### src/skrt_pkg.sv
// ----------------------------------------------------------------------------
// skrt_pkg: shared types and codes of the sorted key record table
// Field widths, operation and status codes, sequencer state type.
// ----------------------------------------------------------------------------
package skrt_pkg;

	// fixed field widths of the word ports
	localparam int MODE_W  = 2;
	localparam int KEY_W   = 16;
	localparam int CNT_W   = 8;
	localparam int SIZE_W  = 16;
	localparam int POS_W   = 4;
	localparam int STAT_W  = 2;
	localparam int OCC_W   = 5;

	// default sizing
	localparam int DEF_CAPACITY = 16;
	localparam int DEF_KEY_BITS = 16;

	// operation codes
	localparam logic [MODE_W-1:0] MODE_INSERT = 2'd0;
	localparam logic [MODE_W-1:0] MODE_LOOKUP = 2'd1;
	localparam logic [MODE_W-1:0] MODE_READ   = 2'd2;

	// status codes
	localparam logic [STAT_W-1:0] STAT_DONE  = 2'd0;
	localparam logic [STAT_W-1:0] STAT_DUP   = 2'd1;
	localparam logic [STAT_W-1:0] STAT_FULL  = 2'd2;
	localparam logic [STAT_W-1:0] STAT_RANGE = 2'd3;

	typedef enum logic [2:0] {
		ST_IDLE,
		ST_SCAN,
		ST_SHIFT,
		ST_RDWAIT,
		ST_RESP
	} state_t;

endpackage

### src/skrt_ram.sv
// ----------------------------------------------------------------------------
// skrt_ram: generic simple dual port ram
// One write port, one read port with registered read data.
// ----------------------------------------------------------------------------
module skrt_ram #(
	parameter int WIDTH = 8,
	parameter int DEPTH = 16
) (
	input  logic                     clk,
	input  logic                     we,
	input  logic [$clog2(DEPTH)-1:0] waddr,
	input  logic [WIDTH-1:0]         wdata,
	input  logic [$clog2(DEPTH)-1:0] raddr,
	output logic [WIDTH-1:0]         rdata
);

	logic [WIDTH-1:0] mem_q [DEPTH];

	always_ff @(posedge clk) begin
		if (we) begin
			mem_q[waddr] <= wdata;
		end
		rdata <= mem_q[raddr];
	end

endmodule

### src/sorted_key_record_table_unit.sv
// ----------------------------------------------------------------------------
// sorted_key_record_table_unit: sorted record table with insert and lookup
// Keeps up to CAPACITY records (key, count, size) in ascending key order in
// one ram; a small sequencer scans, shifts and reads it one entry a cycle.
// ----------------------------------------------------------------------------
//
//  channel   direction  handshake              word fields
//  --------  ---------  ---------------------  ----------------------------------
//  in        to block   in_valid / in_stall    mode key payload_count payload_size
//                                              position
//  out       from block out_valid / out_stall  status found key_out count_out
//                                              size_out occupancy
//
//  sequence: take the word, scan, shift, answer; the ram read port walks one
//  entry a cycle. scan: upward to the first key not below the probe, or past
//  all n keys, ending at once when empty; insert shift: downward from the top
//  to the gap, only the new record when appending. read waits for the ram word.
//  reset: only the record count and control clear; the ram needs no sweep.
//  stalls: in_stall is high while busy; a stalled result holds the output register
//
module sorted_key_record_table_unit
	import skrt_pkg::*;
#(
	parameter int CAPACITY = DEF_CAPACITY,
	parameter int KEY_BITS = DEF_KEY_BITS
) (
	input  logic              clk,
	input  logic              arst_n,
	// input word channel
	input  logic              in_valid,
	output logic              in_stall,
	input  logic [MODE_W-1:0] mode,
	input  logic [KEY_W-1:0]  key,
	input  logic [CNT_W-1:0]  payload_count,
	input  logic [SIZE_W-1:0] payload_size,
	input  logic [POS_W-1:0]  position,
	// result word channel
	output logic              out_valid,
	input  logic              out_stall,
	output logic [STAT_W-1:0] status,
	output logic              found,
	output logic [KEY_W-1:0]  key_out,
	output logic [CNT_W-1:0]  count_out,
	output logic [SIZE_W-1:0] size_out,
	output logic [OCC_W-1:0]  occupancy
);

	// stored key width: only the low KEY_BITS of the key port take part
	localparam int KW   = (KEY_BITS < KEY_W) ? KEY_BITS : KEY_W;
	localparam int RW   = KW + CNT_W + SIZE_W;
	localparam int IW   = $clog2(CAPACITY);
	localparam int CW   = $clog2(CAPACITY + 1);
	localparam int CMPW = (CW > POS_W) ? CW : POS_W;

	state_t state_q, state_d;

	// control registers
	logic [CW-1:0]     held_q;
	logic              vld_s1;
	logic              out_valid_q;

	// operation registers
	logic [MODE_W-1:0] mode_q;
	logic [KW-1:0]     k_q;
	logic [CNT_W-1:0]  pc_q;
	logic [SIZE_W-1:0] ps_q;
	logic [CW-1:0]     ptr_q;
	logic [CW-1:0]     idx_s1;
	logic [CW-1:0]     at_q;
	logic [CW-1:0]     rem_q;

	// pending result, moved to the output register when it is free
	logic [STAT_W-1:0] res_status_q;
	logic              res_found_q;
	logic [KW-1:0]     res_key_q;
	logic [CNT_W-1:0]  res_cnt_q;
	logic [SIZE_W-1:0] res_size_q;

	// output register
	logic [STAT_W-1:0] status_q;
	logic              found_q;
	logic [KEY_W-1:0]  key_out_q;
	logic [CNT_W-1:0]  count_out_q;
	logic [SIZE_W-1:0] size_out_q;
	logic [OCC_W-1:0]  occupancy_q;

	// ram port
	logic              ram_we;
	logic [IW-1:0]     ram_waddr;
	logic [RW-1:0]     ram_wdata;
	logic [IW-1:0]     ram_raddr;
	logic [RW-1:0]     ram_rdata;

	logic [KW-1:0]     rd_key;
	logic [CNT_W-1:0]  rd_cnt;
	logic [SIZE_W-1:0] rd_size;

	logic              rd_issue;
	logic              in_take;
	logic              out_free;
	logic              full;
	logic              pos_bad;
	logic [CW-1:0]     nxt_idx;
	logic              hit_ge;
	logic              scan_last;
	logic              scan_done;
	logic              scan_found;
	logic [CW-1:0]     scan_at;
	logic              shift_done;

	skrt_ram #(
		.WIDTH (RW),
		.DEPTH (CAPACITY)
	) u_ram (
		.clk   (clk),
		.we    (ram_we),
		.waddr (ram_waddr),
		.wdata (ram_wdata),
		.raddr (ram_raddr),
		.rdata (ram_rdata)
	);

	// record layout in the ram: {key, count, size}
	assign rd_key  = ram_rdata[RW-1 -: KW];
	assign rd_cnt  = ram_rdata[SIZE_W +: CNT_W];
	assign rd_size = ram_rdata[SIZE_W-1:0];

	assign in_take  = in_valid && !in_stall;
	assign out_free = !out_valid_q || !out_stall;
	assign full     = (held_q == CW'(CAPACITY));
	assign pos_bad  = (CMPW'(position) >= CMPW'(held_q));
	assign nxt_idx  = idx_s1 + CW'(1);

	// scan compare on the word read in the previous cycle
	assign hit_ge     = vld_s1 && (rd_key >= k_q);
	assign scan_last  = vld_s1 && (nxt_idx == held_q);
	assign scan_done  = (held_q == '0) || hit_ge || scan_last;
	assign scan_found = hit_ge && (rd_key == k_q);
	assign scan_at    = hit_ge ? idx_s1 : held_q;

	// shifting is over when no read is left and the last move is written
	assign shift_done = (rem_q == '0) && !vld_s1;

	// next state
	always_comb begin
		state_d = state_q;
		case (state_q)
			ST_IDLE: begin
				if (in_take) begin
					case (mode)
						MODE_INSERT, MODE_LOOKUP: state_d = ST_SCAN;
						MODE_READ:                state_d = pos_bad ? ST_RESP : ST_RDWAIT;
						default:                  state_d = ST_RESP;
					endcase
				end
			end
			ST_SCAN: begin
				if (scan_done) begin
					if (mode_q == MODE_INSERT && !scan_found && !full) begin
						state_d = ST_SHIFT;
					end else begin
						state_d = ST_RESP;
					end
				end
			end
			ST_SHIFT: begin
				if (shift_done) begin
					state_d = ST_RESP;
				end
			end
			ST_RDWAIT: state_d = ST_RESP;
			ST_RESP: begin
				if (out_free) begin
					state_d = ST_IDLE;
				end
			end
			default: state_d = ST_IDLE;
		endcase
	end

	// sequencer outputs: handshake and ram port
	always_comb begin
		in_stall  = 1'b1;
		rd_issue  = 1'b0;
		ram_raddr = IW'(position);
		ram_we    = 1'b0;
		ram_waddr = at_q[IW-1:0];
		ram_wdata = ram_rdata;
		case (state_q)
			ST_IDLE: begin
				in_stall = 1'b0;
			end
			ST_SCAN: begin
				// walk upward from rank 0
				rd_issue  = (ptr_q < held_q);
				ram_raddr = ptr_q[IW-1:0];
			end
			ST_SHIFT: begin
				// walk downward, each record moves one place up
				rd_issue  = (rem_q != '0);
				ram_raddr = ptr_q[IW-1:0];
				if (vld_s1) begin
					ram_we    = 1'b1;
					ram_waddr = nxt_idx[IW-1:0];
				end else if (!rd_issue) begin
					// gap is open, drop the new record in
					ram_we    = 1'b1;
					ram_wdata = {k_q, pc_q, ps_q};
				end
			end
			default: begin
			end
		endcase
	end

	// control state
	always_ff @(posedge clk or negedge arst_n) begin
		if (!arst_n) begin
			state_q     <= ST_IDLE;
			held_q      <= '0;
			vld_s1      <= 1'b0;
			out_valid_q <= 1'b0;
		end else begin
			state_q <= state_d;
			vld_s1  <= rd_issue && (state_d == state_q);
			if (state_q == ST_SHIFT && shift_done) begin
				held_q <= held_q + CW'(1);
			end
			if (state_q == ST_RESP && out_free) begin
				out_valid_q <= 1'b1;
			end else if (!out_stall) begin
				out_valid_q <= 1'b0;
			end
		end
	end

	// operation and result payload
	always_ff @(posedge clk) begin
		case (state_q)
			ST_IDLE: begin
				if (in_take) begin
					mode_q       <= mode;
					k_q          <= key[KW-1:0];
					pc_q         <= payload_count;
					ps_q         <= payload_size;
					ptr_q        <= '0;
					res_status_q <= (mode == MODE_READ && pos_bad) ? STAT_RANGE : STAT_DONE;
					res_found_q  <= 1'b0;
					res_key_q    <= '0;
					res_cnt_q    <= '0;
					res_size_q   <= '0;
				end
			end
			ST_SCAN: begin
				idx_s1 <= ptr_q;
				if (scan_done) begin
					at_q        <= scan_at;
					ptr_q       <= held_q - CW'(1);
					rem_q       <= held_q - scan_at;
					res_found_q <= scan_found;
					// a lookup hit is plain success, only an insert is refused
					if (mode_q == MODE_INSERT && scan_found) begin
						res_status_q <= STAT_DUP;
					end else if (mode_q == MODE_INSERT && full) begin
						res_status_q <= STAT_FULL;
					end else begin
						res_status_q <= STAT_DONE;
					end
				end else if (rd_issue) begin
					ptr_q <= ptr_q + CW'(1);
				end
			end
			ST_SHIFT: begin
				idx_s1 <= ptr_q;
				if (rd_issue) begin
					ptr_q <= ptr_q - CW'(1);
					rem_q <= rem_q - CW'(1);
				end
			end
			ST_RDWAIT: begin
				res_key_q  <= rd_key;
				res_cnt_q  <= rd_cnt;
				res_size_q <= rd_size;
			end
			ST_RESP: begin
				if (out_free) begin
					status_q    <= res_status_q;
					found_q     <= res_found_q;
					key_out_q   <= KEY_W'(res_key_q);
					count_out_q <= res_cnt_q;
					size_out_q  <= res_size_q;
					occupancy_q <= OCC_W'(held_q);
				end
			end
			default: begin
			end
		endcase
	end

	assign out_valid = out_valid_q;
	assign status    = status_q;
	assign found     = found_q;
	assign key_out   = key_out_q;
	assign count_out = count_out_q;
	assign size_out  = size_out_q;
	assign occupancy = occupancy_q;

`ifndef ASSERT_OFF
	// record count never passes the table size
	a_held_bound: assert property (@(posedge clk) disable iff (!arst_n)
		held_q <= CW'(CAPACITY))
		else $error("record count beyond capacity");

	// record count only ever grows by one, at the end of a shift
	a_held_step: assert property (@(posedge clk) disable iff (!arst_n)
		(held_q != $past(held_q)) |->
			(held_q == $past(held_q) + CW'(1)) && ($past(state_q) == ST_SHIFT))
		else $error("record count changed outside an insert");

	// a new result word only comes from the response state
	a_out_src: assert property (@(posedge clk) disable iff (!arst_n)
		$rose(out_valid_q) |-> ($past(state_q) == ST_RESP))
		else $error("result word raised outside response state");

	// ram writes happen only while shifting, and never go above the count
	a_ram_write: assert property (@(posedge clk) disable iff (!arst_n)
		ram_we |-> (state_q == ST_SHIFT) && (CW'(ram_waddr) <= held_q))
		else $error("ram write outside the shift window");
`endif

endmodule

### config.mk
export PLATFORM = sky130hd
export DESIGN_NAME = sorted_key_record_table_unit
export DESIGN_NICKNAME = d
export VERILOG_FILES = /design/src/skrt_pkg.sv /design/src/skrt_ram.sv /design/src/sorted_key_record_table_unit.sv
export SDC_FILE = /design/constraint.sdc
export NUM_CORES = 1
export LEC_CHECK = 0
export BUFFER_PORTS_ARGS = -buffer_cell sky130_fd_sc_hd__buf_2
export CORE_UTILIZATION = 60
export DETAILED_ROUTE_END_ITERATION = 10
export GPL_ROUTABILITY_DRIVEN = 0
export PLACE_DENSITY = 0.77
export SLEW_MARGIN = 20
export SYNTH_ARGS = -nofsm -noshare
export SYNTH_HDL_FRONTEND = slang
export SYNTH_HIERARCHICAL = 1
export SYNTH_SLANG_ARGS = --single-unit
export TNS_END_PERCENT = 10
### constraint.sdc
create_clock -name clk -period 7.6 [get_ports clk]
set_input_delay 0 -clock clk [delete_from_list [all_inputs] [get_ports clk]]
set_output_delay 0 -clock clk [all_outputs]
set_load 0.1 [all_outputs]
==> impl_metrics.tcl <==
set metrics [dict create \
    first_iter_violations 1869 \
    synth-edff-count 792 \
    track_usage_pct 26.3 \
    synth-warning-count 6 \
    avgSynthCellArea_um2 20.8 \
    yosys-top-cells-area "edfxtp_1, mux4_2, mux4_1, dfxtp_1, a22oi_1" \
    root_buffer "clkbuf_16" \
    hpwl_mm 34.5 \
    crit_path_end_kind "flip-flop" \
    timing.slew.headroom_pct 27.7 \
    hold_violations 0 \
    drc 8 \
    clkSinkCount 842 \
    grt_pass1_wl_mm 105 \
    layout_common_cells "edfxtp_1, mux4_2, buf_2, clkbuf_16, a22oi_1" \
    p_total_mw 14.7 \
    run_status "complete, but fails checks" \
    syn_area_mm2 0.0326 \
    violations "design-rule violations" \
    io_pins 100 \
    tightest_slew_ps 1080 \
    synth_seq_area_share_pct 76.3 \
    path_class "reg2reg" \
    worst_slack_ps 3280 \
    r2r_slack_ps 3280 \
    cts_setup_buffers 0 \
    fin_area_mm2 0.0371 \
    routed-via-count 16300 \
    cp_data_required_time_ps 8090 \
    via_per_inst 6.44 \
    fin_crit_sh_pct 56.8 \
    place_ws_ps 3320 \
    r2r_start "state_q[2]" \
    routed_wl_mm 71.1 \
    portBuffers 99 \
    netlist.area_leader.share_pct 73.0 \
    die_w_um 235 \
    nNetsFinal 1842 \
    cts_tree "built" \
    die_y_um 235 \
    startpoint "state_q[2]" \
    cts_made_buffers 82 \
    drive_above_1_share_pct 23.8 \
    clk-insertion-delay-late_ps 620 \
    holdWs_ps 103 \
    setup-violations-final 0 \
    grt_pass1_vias 16600 \
    fillers 3127 \
    avgRoutedWirePerCell_um 28.2 \
    synthToLayoutAreaGrowth_pct 14.0 \
    finalSetupTns_ps 0 \
    crit_path_end "u_ram/rdata[27]" \
    clkTransAtPathRegs_ps 70 \
    reg2reg_depth 8 \
    floorplan.initialDensity_pct 60.6 \
    cts_resized 0 \
    synth_seq_cells 842 \
    grt_max_degree 161 \
    mostFrequentLayoutCell "edfxtp_1" \
    rr_endpoint "u_ram/rdata[27]" \
    p_per_area_mw_per_mm2 396 \
    crit_path_max_fanout 126 \
    fmax_mhz 232 \
    core_mm2 0.0537 \
    h-tree-depth 3 \
    synth_cell_types 62 \
    leakage_nw 12.6 \
    grt_overflow_total 0 \
    antenna_found_initial 1 \
    synthArstFlopShare_pct 1.19 \
    finClkSkew_ps 32.8 \
    cts_hold_buf 48 \
    dr.pass1.iters 9 \
    synth_flop_cell "edfxtp_1" \
    rows 85 \
    crit_arrival_ps 4810 \
    drv_slew 0 \
    dieArea_mm2 0.0552 \
    synth_cells 1567 \
    ant_nets 0 \
    hold_class "in2reg" \
    start_kind "flip-flop" \
    period_minus_slack_ps 4320 \
    syn_nets 1652 \
    synth_largest_area_cell "edfxtp_1" \
    ir_worst_vdd_mv 0.384 \
    rsz0062_at_grt "false" \
    maxCapViolCount 0 \
    cts.path.max_buffers 3 \
    placed_area_mm2 0.0339 \
]
-- power by group --
group          internal, mW  switching [mW]
combinational          1.46            2.70
sequential             6.14           0.267
clock                  2.48            1.67
total                  10.1            4.64
-- registers in the layout (all words and copies together) (netlist names), 2 cells and up --
| name | cells |
|---|---|
| at_q | 4 |
| count_out | 8 |
| held_q | 5 |
| idx_s1 | 5 |
| k_q | 16 |
| key_out | 16 |
| mode_q | 2 |
| occupancy | 5 |
| pc_q | 8 |
| ps_q | 16 |
| ptr_q | 5 |
| rem_q | 5 |
| res_cnt_q | 8 |
| res_key_q | 16 |
| res_size_q | 16 |
| res_status_q | 2 |
| size_out | 16 |
| state_q | 3 |
| status | 2 |
| u_ram/mem_q | 640 |
| u_ram/rdata | 40 |
-- area by class of cell --
type	instances	area, um^2	share of cell area (%)
multi-input combinational	621	7280	19.6
clock buffer	111	2320	6.24
antenna	2	5.00	0.0135
timing repair buffer	179	1240	3.34
inverter	31	116	0.313
tap	696	871	2.35
clock inverter	40	463	1.25
sequential	842	24800	66.9
-- synth_stat cells (3+ instances only) --
cell type,number
mux4_1,60
dfxtp_1,40
nand4_1,5
nor2b_1,3
nand3_1,7
a22oi_1,80
nor2_1,27
buf_12,11
dfrtp_1,10
a211oi_1,3
mux4_2,100
a21oi_1,13
buf_4,4
nor3b_1,3
o21ai_0,20
inv_1,30
xnor2_1,13
a21boi_1,3
xor2_1,9
mux2_2,40
ha_1,34
or3_1,3
buf_6,3
clkbuf_1,38
a31oi_1,3
nand2b_1,6
nand3b_1,4
nand2_1,79
and2_1,42
edfxtp_1,792
buf_2,16
nor3_1,15
o22ai_1,3
a31o_2,4
a21o_1,9
o211ai_1,3
-- metrics by stage --
step | util (%) | std cells
final | 69.1 | 2522
after global routing | 69.1 | 2520
after CTS | 69.1 | 2520
after detailed placement | 63.0 | 2321
after global placement | 63.0 | 2321
after floorplan | - | 1567
-- cells by family (layout without fill, tap and decap cells) --
| group | Yosys count | in the layout | synth area share [%] |
|---|---|---|---|
| compound gates | 156 | 156 | 3.43 |
| xor+xnor | 23 | 23 | 0.642 |
| fa+ha+maj | 35 | 35 | 1.37 |
| buf+inv | 104 | 361 | 1.93 |
| flops | 842 | 842 | 76.3 |
| mux | 201 | 201 | 13.2 |
| other cells | 0 | 2 | 0 |
| simple gates | 206 | 206 | 3.18 |
-- worst max-delay path: stages, from the launching register on --
cell	delay, ps
dfrtp_1	470
nor3b_1	660
nor2_1	350
o21ai_4	210
buf_4	580
buf_12	670
mux4_1	690
a22oi_1	190
nand2_1	70
-- worst min-delay path by stage --
stage	start	end	slack, ps	cells after the start
after floorplan	arst_n	held_q[0]	-300	0
after global placement	arst_n	out_valid	-120	1
after detailed placement	arst_n	out_valid	-120	1
after CTS	key[6]	k_q[6]	70	2
after global routing	payload_count[2]	pc_q[2]	90	2
final	payload_size[5]	ps_q[5]	100	2
-- per-layer routing --
| metal | track usage, % | wire [um] | up-vias |
|---|---|---|---|
| li1 | - | - | 6840 |
| met1 | 36.5 | 28000 | 8394 |
| met2 | 42.8 | 35000 | 898 |
| met3 | 4.98 | 6410 | 120 |
| met4 | 8.69 | 1640 | 0 |
| met5 | 0 | 0 | - |
(Power assumes the default switching activity.)
